`config.mk`:
```
export PLATFORM = sky130hd
export DESIGN_NAME = frame_deframer_crc16_ccitt
export DESIGN_NICKNAME = d
export VERILOG_FILES = /design/src/design/fdcrc_pkg.sv /design/src/design/frame_deframer_crc16_ccitt.sv /design/src/design/fdcrc_ram.sv
export SDC_FILE = /design/constraint.sdc
export NUM_CORES = 1
export LEC_CHECK = 0
export BUFFER_PORTS_ARGS = -buffer_cell sky130_fd_sc_hd__clkbuf_2
export CORE_ASPECT_RATIO = 1.5
export CORE_MARGIN = 1.5
export CORE_UTILIZATION = 25
export DETAILED_ROUTE_END_ITERATION = 10
export GPL_TIMING_DRIVEN = 0
export SLEW_MARGIN = 40
export SYNTH_ARGS = -nofsm -noshare
export SYNTH_HDL_FRONTEND = slang
export SYNTH_SLANG_ARGS = --single-unit
```
`constraint.sdc`:
```
create_clock -name clk_i -period 8.5 [get_ports clk_i]
set_input_delay 0.425 -clock clk_i [delete_from_list [all_inputs] [get_ports clk_i]]
set_output_delay 0.425 -clock clk_i [all_outputs]
set_load 0.01 [all_outputs]
```
`src/design/fdcrc_pkg.sv`:
```
// Package for the framed serial deframer: frame size limits, header byte and CRC constants.
// Has no dependencies. The deframer top level imports it.
`default_nettype none

package fdcrc_pkg;

  localparam int unsigned MAX_FRAME = 32;
  localparam int unsigned MIN_FRAME = 7;
  localparam int unsigned ADDR_W    = $clog2(MAX_FRAME);
  localparam int unsigned LEN_W     = 6;

  localparam logic [7:0]  HDR_BYTE  = 8'hAA;
  localparam logic [15:0] CRC_POLY  = 16'h1021;
  localparam logic [15:0] CRC_INIT  = 16'hFFFF;

  localparam logic [7:0]       MAX_LEN_BYTE = 8'(MAX_FRAME);
  localparam logic [7:0]       MIN_LEN_BYTE = 8'(MIN_FRAME);
  localparam logic [LEN_W-1:0] MIN_LEN      = LEN_W'(MIN_FRAME);
  localparam logic [LEN_W-1:0] TYPE_POS     = LEN_W'(3);
  localparam logic [LEN_W-1:0] SEQ_POS      = LEN_W'(4);
  localparam logic [LEN_W-1:0] DATA_POS     = LEN_W'(5);

endpackage

`default_nettype wire

```
`src/design/frame_deframer_crc16_ccitt.sv`:
```
// Serial frame deframer with CRC-16/CCITT check (poly 0x1021, init 0xFFFF).
// Depends on fdcrc_pkg and fdcrc_ram (frame byte store).
//
// Input channel: one received byte per beat on rx_byte_i (in_valid_i / in_stall_o).
// The block hunts for two 0xAA bytes, takes a length byte counting the whole frame,
// then type, sequence, payload and two CRC bytes.
// Output channel: one beat per payload byte of a frame whose CRC residue is zero,
// or one beat with has_data_o low for an empty payload (out_valid_o / out_stall_i).
// Bad length or bad CRC frames produce no beat and hunting restarts.
// Input pacing: a byte that is stored in the frame holds off the next byte while
// the bit-serial CRC unit (one bit per cycle) shifts it in; a discarded byte does not.
// After the last byte of a frame the CRC residue is checked, then each payload beat
// passes through RAM read, load and present states; an empty-payload beat is presented
// right after the check. A presented beat is held while out_stall_i is high.
// in_stall_o stays high from the end of a frame until the CRC check fails or the
// last result is taken. A stalled result holds its values. Reset puts the block
// in the hunting state with the CRC at 0xFFFF; the frame store is not cleared.
`default_nettype none

module frame_deframer_crc16_ccitt
  import fdcrc_pkg::*;
(
  input  wire logic        clk_i,
  input  wire logic        rst_ni,
  input  wire logic        in_valid_i,
  output logic             in_stall_o,
  input  wire logic [7:0]  rx_byte_i,
  output logic             out_valid_o,
  input  wire logic        out_stall_i,
  output logic [7:0]       frame_type_o,
  output logic [7:0]       sequence_number_o,
  output logic [5:0]       frame_length_o,
  output logic [15:0]      received_crc_o,
  output logic             has_data_o,
  output logic [4:0]       data_index_o,
  output logic [7:0]       data_byte_o,
  output logic             last_o
);

  typedef enum logic [2:0] {
    S_IDLE,
    S_CRC,
    S_CHECK,
    S_RD,
    S_LOAD,
    S_OUT
  } state_e;

  typedef enum logic [1:0] {
    PH_HUNT1,
    PH_HUNT2,
    PH_LEN,
    PH_BODY
  } phase_e;

  state_e             state_q;
  phase_e             phase_q;
  logic [LEN_W-1:0]   cnt_q;
  logic [LEN_W-1:0]   exp_q;
  logic [15:0]        crc_q;
  logic [7:0]         sh_q;
  logic [2:0]         bit_q;
  logic               end_q;
  logic [7:0]         type_q;
  logic [7:0]         seq_q;
  logic [15:0]        crcf_q;
  logic [LEN_W-1:0]   k_q;
  logic               has_data_q;
  logic [7:0]         byte_q;
  logic               last_q;

  logic               accept;
  logic               store;
  logic               is_hdr;
  logic               len_ok;
  logic [15:0]        crc_src;
  logic               bit_in;
  logic [15:0]        crc_d;
  logic [LEN_W-1:0]   cnt_inc;
  logic [LEN_W-1:0]   plen;
  logic [LEN_W-1:0]   rd_pos;
  logic [7:0]         ram_rdata;

  assign accept  = in_valid_i && !in_stall_o;
  assign is_hdr  = (rx_byte_i == HDR_BYTE);
  assign len_ok  = (rx_byte_i <= MAX_LEN_BYTE) && (rx_byte_i >= MIN_LEN_BYTE);
  assign cnt_inc = cnt_q + LEN_W'(1);
  assign plen    = exp_q - MIN_LEN;
  assign rd_pos  = DATA_POS + k_q;

  always_comb begin
    case (phase_q)
      PH_HUNT1: store = is_hdr;
      PH_HUNT2: store = is_hdr;
      PH_LEN:   store = len_ok;
      PH_BODY:  store = 1'b1;
      default:  store = 1'b0;
    endcase
  end

  // shared bit-serial CRC step
  always_comb begin
    crc_src = (state_q == S_IDLE && phase_q == PH_HUNT1) ? CRC_INIT : crc_q;
    bit_in  = (state_q == S_IDLE) ? rx_byte_i[7] : sh_q[7];
    crc_d   = {crc_src[14:0], 1'b0} ^ ((crc_src[15] ^ bit_in) ? CRC_POLY : 16'h0000);
  end

  fdcrc_ram #(
    .WIDTH (8),
    .DEPTH (MAX_FRAME)
  ) u_store (
    .clk_i   (clk_i),
    .we_i    (accept && store),
    .waddr_i (cnt_q[ADDR_W-1:0]),
    .wdata_i (rx_byte_i),
    .re_i    (state_q == S_RD),
    .raddr_i (rd_pos[ADDR_W-1:0]),
    .rdata_o (ram_rdata)
  );

  always_ff @(posedge clk_i or negedge rst_ni) begin
    if (!rst_ni) begin
      state_q    <= S_IDLE;
      phase_q    <= PH_HUNT1;
      cnt_q      <= '0;
      exp_q      <= '0;
      crc_q      <= CRC_INIT;
      sh_q       <= '0;
      bit_q      <= '0;
      end_q      <= 1'b0;
      type_q     <= '0;
      seq_q      <= '0;
      crcf_q     <= '0;
      k_q        <= '0;
      has_data_q <= 1'b0;
      byte_q     <= '0;
      last_q     <= 1'b0;
    end else begin
      case (state_q)
        S_IDLE: begin
          if (accept) begin
            if (store) begin
              crc_q   <= crc_d;
              sh_q    <= {rx_byte_i[6:0], 1'b0};
              bit_q   <= 3'd1;
              cnt_q   <= cnt_inc;
              end_q   <= (phase_q == PH_BODY) && (cnt_inc == exp_q);
              state_q <= S_CRC;
              case (phase_q)
                PH_HUNT1: phase_q <= PH_HUNT2;
                PH_HUNT2: phase_q <= PH_LEN;
                PH_LEN: begin
                  phase_q <= PH_BODY;
                  exp_q   <= rx_byte_i[LEN_W-1:0];
                end
                default: begin
                  if (cnt_q == TYPE_POS) begin
                    type_q <= rx_byte_i;
                  end
                  if (cnt_q == SEQ_POS) begin
                    seq_q <= rx_byte_i;
                  end
                  crcf_q <= {crcf_q[7:0], rx_byte_i};
                end
              endcase
            end else if (phase_q != PH_HUNT1) begin
              phase_q <= PH_HUNT1;
              cnt_q   <= '0;
              exp_q   <= '0;
              crc_q   <= CRC_INIT;
            end
          end
        end
        S_CRC: begin
          crc_q <= crc_d;
          sh_q  <= {sh_q[6:0], 1'b0};
          bit_q <= bit_q + 3'd1;
          if (bit_q == 3'd7) begin
            state_q <= end_q ? S_CHECK : S_IDLE;
          end
        end
        S_CHECK: begin
          k_q <= '0;
          if (crc_q != 16'h0000) begin
            state_q <= S_IDLE;
            phase_q <= PH_HUNT1;
            cnt_q   <= '0;
            exp_q   <= '0;
            crc_q   <= CRC_INIT;
          end else if (plen == '0) begin
            has_data_q <= 1'b0;
            byte_q     <= 8'h00;
            last_q     <= 1'b1;
            state_q    <= S_OUT;
          end else begin
            state_q <= S_RD;
          end
        end
        S_RD: begin
          state_q <= S_LOAD;
        end
        S_LOAD: begin
          has_data_q <= 1'b1;
          byte_q     <= ram_rdata;
          last_q     <= (k_q + LEN_W'(1)) == plen;
          state_q    <= S_OUT;
        end
        S_OUT: begin
          if (!out_stall_i) begin
            if (last_q) begin
              state_q <= S_IDLE;
              phase_q <= PH_HUNT1;
              cnt_q   <= '0;
              exp_q   <= '0;
              crc_q   <= CRC_INIT;
            end else begin
              k_q     <= k_q + LEN_W'(1);
              state_q <= S_RD;
            end
          end
        end
        default: begin
          state_q <= S_IDLE;
        end
      endcase
    end
  end

  assign in_stall_o        = (state_q != S_IDLE);
  assign out_valid_o       = (state_q == S_OUT);
  assign frame_type_o      = type_q;
  assign sequence_number_o = seq_q;
  assign frame_length_o    = exp_q;
  assign received_crc_o    = crcf_q;
  assign has_data_o        = has_data_q;
  assign data_index_o      = has_data_q ? k_q[4:0] : 5'd0;
  assign data_byte_o       = byte_q;
  assign last_o            = last_q;

endmodule

`default_nettype wire

```
`src/design/fdcrc_ram.sv`:
```
// Generic single write port, single read port RAM with a registered read.
// Has no dependencies. Holds the bytes of the frame being received.
`default_nettype none

module fdcrc_ram #(
  parameter int unsigned WIDTH = 8,
  parameter int unsigned DEPTH = 32
) (
  input  wire logic                     clk_i,
  input  wire logic                     we_i,
  input  wire logic [$clog2(DEPTH)-1:0] waddr_i,
  input  wire logic [WIDTH-1:0]         wdata_i,
  input  wire logic                     re_i,
  input  wire logic [$clog2(DEPTH)-1:0] raddr_i,
  output logic      [WIDTH-1:0]         rdata_o
);

  logic [WIDTH-1:0] mem_q [DEPTH];

  always_ff @(posedge clk_i) begin
    if (we_i) begin
      mem_q[waddr_i] <= wdata_i;
    end
    if (re_i) begin
      rdata_o <= mem_q[raddr_i];
    end
  end

endmodule

`default_nettype wire

```
==> impl_summary.log <==
INFO  metric outcome = complete, no violations
INFO  metric switching_share = 0.266
INFO  metric htree_num_levels = 1
INFO  metric maxCapViolCount = 0
INFO  metric report.power.total = approximately 4.2 mW
INFO  metric synth.avg_cell_area = 17.8 um2
INFO  metric design.portCount = 67
INFO  metric fillerInstances = 5720
INFO  metric synth_compound_area_frac = 0.0461
INFO  metric postLayoutCellArea = 17200 um2
INFO  metric groute.usage.overall = 0.114
INFO  metric post_dp_hpwl = 24600 um
INFO  metric critPathMaxFanout = 10
INFO  metric endpoint_kind = flip-flop
INFO  metric yosys_synthesis_warning_count = 0
INFO  metric crit_required = approximately 8.8 ns
INFO  metric min_period_over_period = 0.439
INFO  metric fin_setup_tns = 0 ns
INFO  metric p_per_area = roughly 250 nW/um2
INFO  metric dpl_worst_slack = ~4.4 ns
INFO  metric synthesis.instances = between 800 and 900
INFO  metric grt.overflow.total = 0
INFO  metric post_synth_fa_ha_maj_area_fraction = 0.0110
INFO  metric post-cts-setup-buffer-count = 0
INFO  metric globalplace.congestion = 0.813
INFO  metric synth_edf_count = around 260
INFO  metric clock_insertion_delay_worst_skew = approximately 0.57 ns
INFO  metric clock_tree_from_tritoncts = done
INFO  metric worst_clock_skew = just under 0.01 ns
INFO  metric postSynth.topFlopCell = sky130_fd_sc_hd__edfxtp_1
INFO  metric relative_max_transition_margin = 0.444
INFO  metric clock_tree.buffer_depth = 3
INFO  metric cts_made_buffers = 30
INFO  metric antenna-diode-count = 0
INFO  metric area_growth = 16.2%
INFO  metric final_antenna_net_count = 0
INFO  metric grt_start_max_net_pins = between 50 and 60
INFO  metric post_synth_and_or_nand_nor_area_fraction = 0.0543
INFO  metric syn_nets = ~860
INFO  metric row_count = 109
INFO  metric drt_first_iter_violations = between 500 and 600
INFO  metric power_switching = 1.13 mW
INFO  metric synth_async_sr_flop_share = 0.258
INFO  metric ys_top_cells_by_area = sky130_fd_sc_hd__edfxtp_1 54%, sky130_fd_sc_hd__dfrtp_1 13%, sky130_fd_sc_hd__mux4_2 12%
INFO  metric io_buffer_count = 66
INFO  metric routed-via-count = between 7000 and 8000
INFO  metric drt_pre_antenna_iters = 4
INFO  metric combinationalPowerShare = 0.197
INFO  metric setup_repair_after_global_routing_missed_its_margin = no
INFO  metric total_leakage_power = about 5.9 nW
INFO  metric synth.distinct_cells = 68
INFO  metric cts.reportedPaths.clkPinSlew = 0.07 ns
INFO  metric layout_setup_ws = 4.77 ns
INFO  metric layout-drive-gt1-share = 0.300
INFO  metric postSynthRegisterBits = between 300 and 400
INFO  metric timing_hold_violations_final = 0
INFO  metric clockPowerShare = 0.328
INFO  metric critPathKind = reg -> reg
INFO  metric vdd_drop_max = around 0.2 mV
INFO  metric initial_utilization = 0.252
INFO  metric tightestPinTransition = 0.813 ns
INFO  metric via_count_of_the_first_global_routing_pass = just over 8000
INFO  metric floorplan.die.width = between 200 and 250 um
INFO  metric cts.sink_count = approximately 360
INFO  metric die_h = about 300 um
INFO  metric netlist_area = 14800 um2
INFO  metric antenna_found_initial = 0
INFO  metric die_area = slightly above 60000 um2
INFO  metric vias_per_cell = around 4.5
INFO  metric nets = around 960
INFO  metric ctsRootBufferMaster = sky130_fd_sc_hd__clkbuf_16
INFO  metric final-max-slew-violation-count = 0
INFO  metric synth-xor-area-share = 0.0206
INFO  metric placedInstanceArea = 16200 um2
INFO  metric wl_per_cell = 20.0 um
INFO  metric drt_wl_total = approximately 35000 um
INFO  metric synth.mux.area_fraction = 0.160
INFO  metric whs = approximately 0.15 ns
INFO  metric grt_first_pass_wirelength = 52200 um
INFO  metric min-delay-path-class = in -> reg
INFO  metric seq_area_frac_synth = 0.692
INFO  metric internal-power = 3.12 mW
INFO  metric design.core.area = 58800 um2
INFO  metric synth_largest_area_cell = sky130_fd_sc_hd__edfxtp_1
INFO  metric drc_violations_left = 0
INFO  metric main_combinational_cell_family_by_area_after_synthesis = multiplexers
INFO  metric synth.top_cell.area_share = 0.535
INFO  metric max_clock_freq = between 200 and 300 MHz
INFO  metric cts_repair_resize_count = 0
INFO  metric finalWorstPathRequiredPeriod = about 3.7 ns
INFO  metric finalSetupViolCount = 0
INFO  metric seq_power_share = 0.475
INFO  metric cp.arrival = 4.04 ns
INFO  metric cts_hold_buf = 1
INFO  metric timing.critical_path.from_type = flip-flop
==> cells in the mapped netlist (all sizes together) (8+ instances only) <==
| cell | n |
|---|---|
| ha | 13 |
| a22o | 10 |
| dfrtp | 76 |
| buf | 16 |
| o211ai | 9 |
| nor3 | 10 |
| clkbuf | 24 |
| o21ai | 14 |
| edfxtp | 264 |
| xnor2 | 26 |
| nand3 | 24 |
| xor2 | 8 |
| o22a | 13 |
| inv | 13 |
| a21oi | 9 |
| nor2 | 52 |
| dfstp | 16 |
| mux2 | 50 |
| nand2 | 35 |
| mux4 | 80 |
==> state kept, by name (all words and copies together) (netlist names), 6 cells and up <==
name,flops
k_q,6
crc_q,16
u_store.rdata_o,8
sh_q,7
sequence_number_o,8
data_byte_o,8
frame_length_o,6
frame_type_o,8
u_store.mem_q,256
received_crc_o,16
cnt_q,6
==> layout by cell type (no fill, tap or decap), types with 5 or more instances in the layout <==
cell type                   count
sky130_fd_sc_hd__nor3_1         8
sky130_fd_sc_hd__xor2_1         8
sky130_fd_sc_hd__o211ai_1       9
sky130_fd_sc_hd__a22o_1        10
sky130_fd_sc_hd__edfxtp_1     264
sky130_fd_sc_hd__clkbuf_16     31
sky130_fd_sc_hd__and3_1         7
sky130_fd_sc_hd__mux2_1        18
sky130_fd_sc_hd__a21oi_1        8
sky130_fd_sc_hd__buf_2         18
sky130_fd_sc_hd__and2_1         7
sky130_fd_sc_hd__clkbuf_1      29
sky130_fd_sc_hd__dfstp_2       16
sky130_fd_sc_hd__nor4_1         6
sky130_fd_sc_hd__mux4_2        80
sky130_fd_sc_hd__o21ai_0       12
sky130_fd_sc_hd__mux2_2        32
sky130_fd_sc_hd__o22a_1        13
sky130_fd_sc_hd__dfrtp_1       76
sky130_fd_sc_hd__xnor2_1       24
sky130_fd_sc_hd__nand3_1       24
sky130_fd_sc_hd__clkinv_2       5
sky130_fd_sc_hd__clkbuf_2      59
sky130_fd_sc_hd__nand2_1       34
sky130_fd_sc_hd__ha_1          13
sky130_fd_sc_hd__nor2_1        44
sky130_fd_sc_hd__nor2_2         8
sky130_fd_sc_hd__inv_1         12
==> logic make-up after synthesis <==
kind of cell,count (synthesis)
AND/OR/NAND/NOR,161
XOR/XNOR,34
multiplexers,131
flip-flops,356
AO/OA/AOI/OAI,86
buffers and inverters,53
adder cells (fa/ha/maj),13
==> layer usage <==
layer,track usage,share of wire,vias up
met5,0,0,-
met4,0.0634,0.049,0
met3,0.0104,0.030,59
met2,0.221,0.56,170
met1,0.119,0.37,4048
li1,-,-,3486
==> area by class of cell <==
cell class	count	area [um2]	area share
clock inverters	15	153	0.00888
multi-input cells	425	4370	0.254
clock buffers	40	840	0.0488
flip-flops and latches	356	10200	0.596
inverters	13	48.8	0.00284
plain buffers	40	176	0.0103
repair buffers	68	384	0.0223
well taps	777	972	0.0565
==> worst paths after layout <==
| path | startpoint | end | slack, ns | cells after the start |
|---|---|---|---|---|
| max in group asynchronous | rst_ni | frame_type_o[0] | 7.53 | 3 |
| min reg2reg | u_store.rdata_o[2] | data_byte_o[2] | 0.48 | 1 |
| min in group asynchronous | rst_ni | data_byte_o[2] | 0.34 | 2 |
| min | out_stall_i | state_q[2] | 0.15 | 3 |
| max | k_q[1] | u_store.rdata_o[2] | 4.77 | 6 |
| max reg2reg | k_q[1] | u_store.rdata_o[2] | 4.77 | 6 |
==> power by group through the flow <==
stage | Combinational [mW] | Sequential (mW) | Clock [mW]
finish | 0.838 | 2.02 | 1.39
floorplan | 0.559 | 2.05 | 0
detailed placement | 0.853 | 2.06 | 0
CTS | 0.857 | 2.02 | 1.43
global placement | 0.839 | 2.06 | 0
global route | 0.899 | 2.03 | 1.48
==> critical path, cell delays in order (launching register included) <==
cell and delay, ns:
sky130_fd_sc_hd__dfrtp_1 0.44, sky130_fd_sc_hd__ha_1 0.48, sky130_fd_sc_hd__clkbuf_1 0.52, sky130_fd_sc_hd__clkbuf_1 0.70, sky130_fd_sc_hd__mux4_2 0.42, sky130_fd_sc_hd__mux4_2 0.58
sky130_fd_sc_hd__mux2_2 0.33
==> metrics by stage <==
step | instances | util
2_1_floorplan | 834 | -
3_3_place_gp | 1677 | 0.274
3_5_place_dp | 1678 | 0.275
4_1_cts | 1734 | 0.292
5_1_grt | 1734 | 0.293
6_report | 1734 | 0.293
Note: power is estimated with default switching activity, not from simulation.
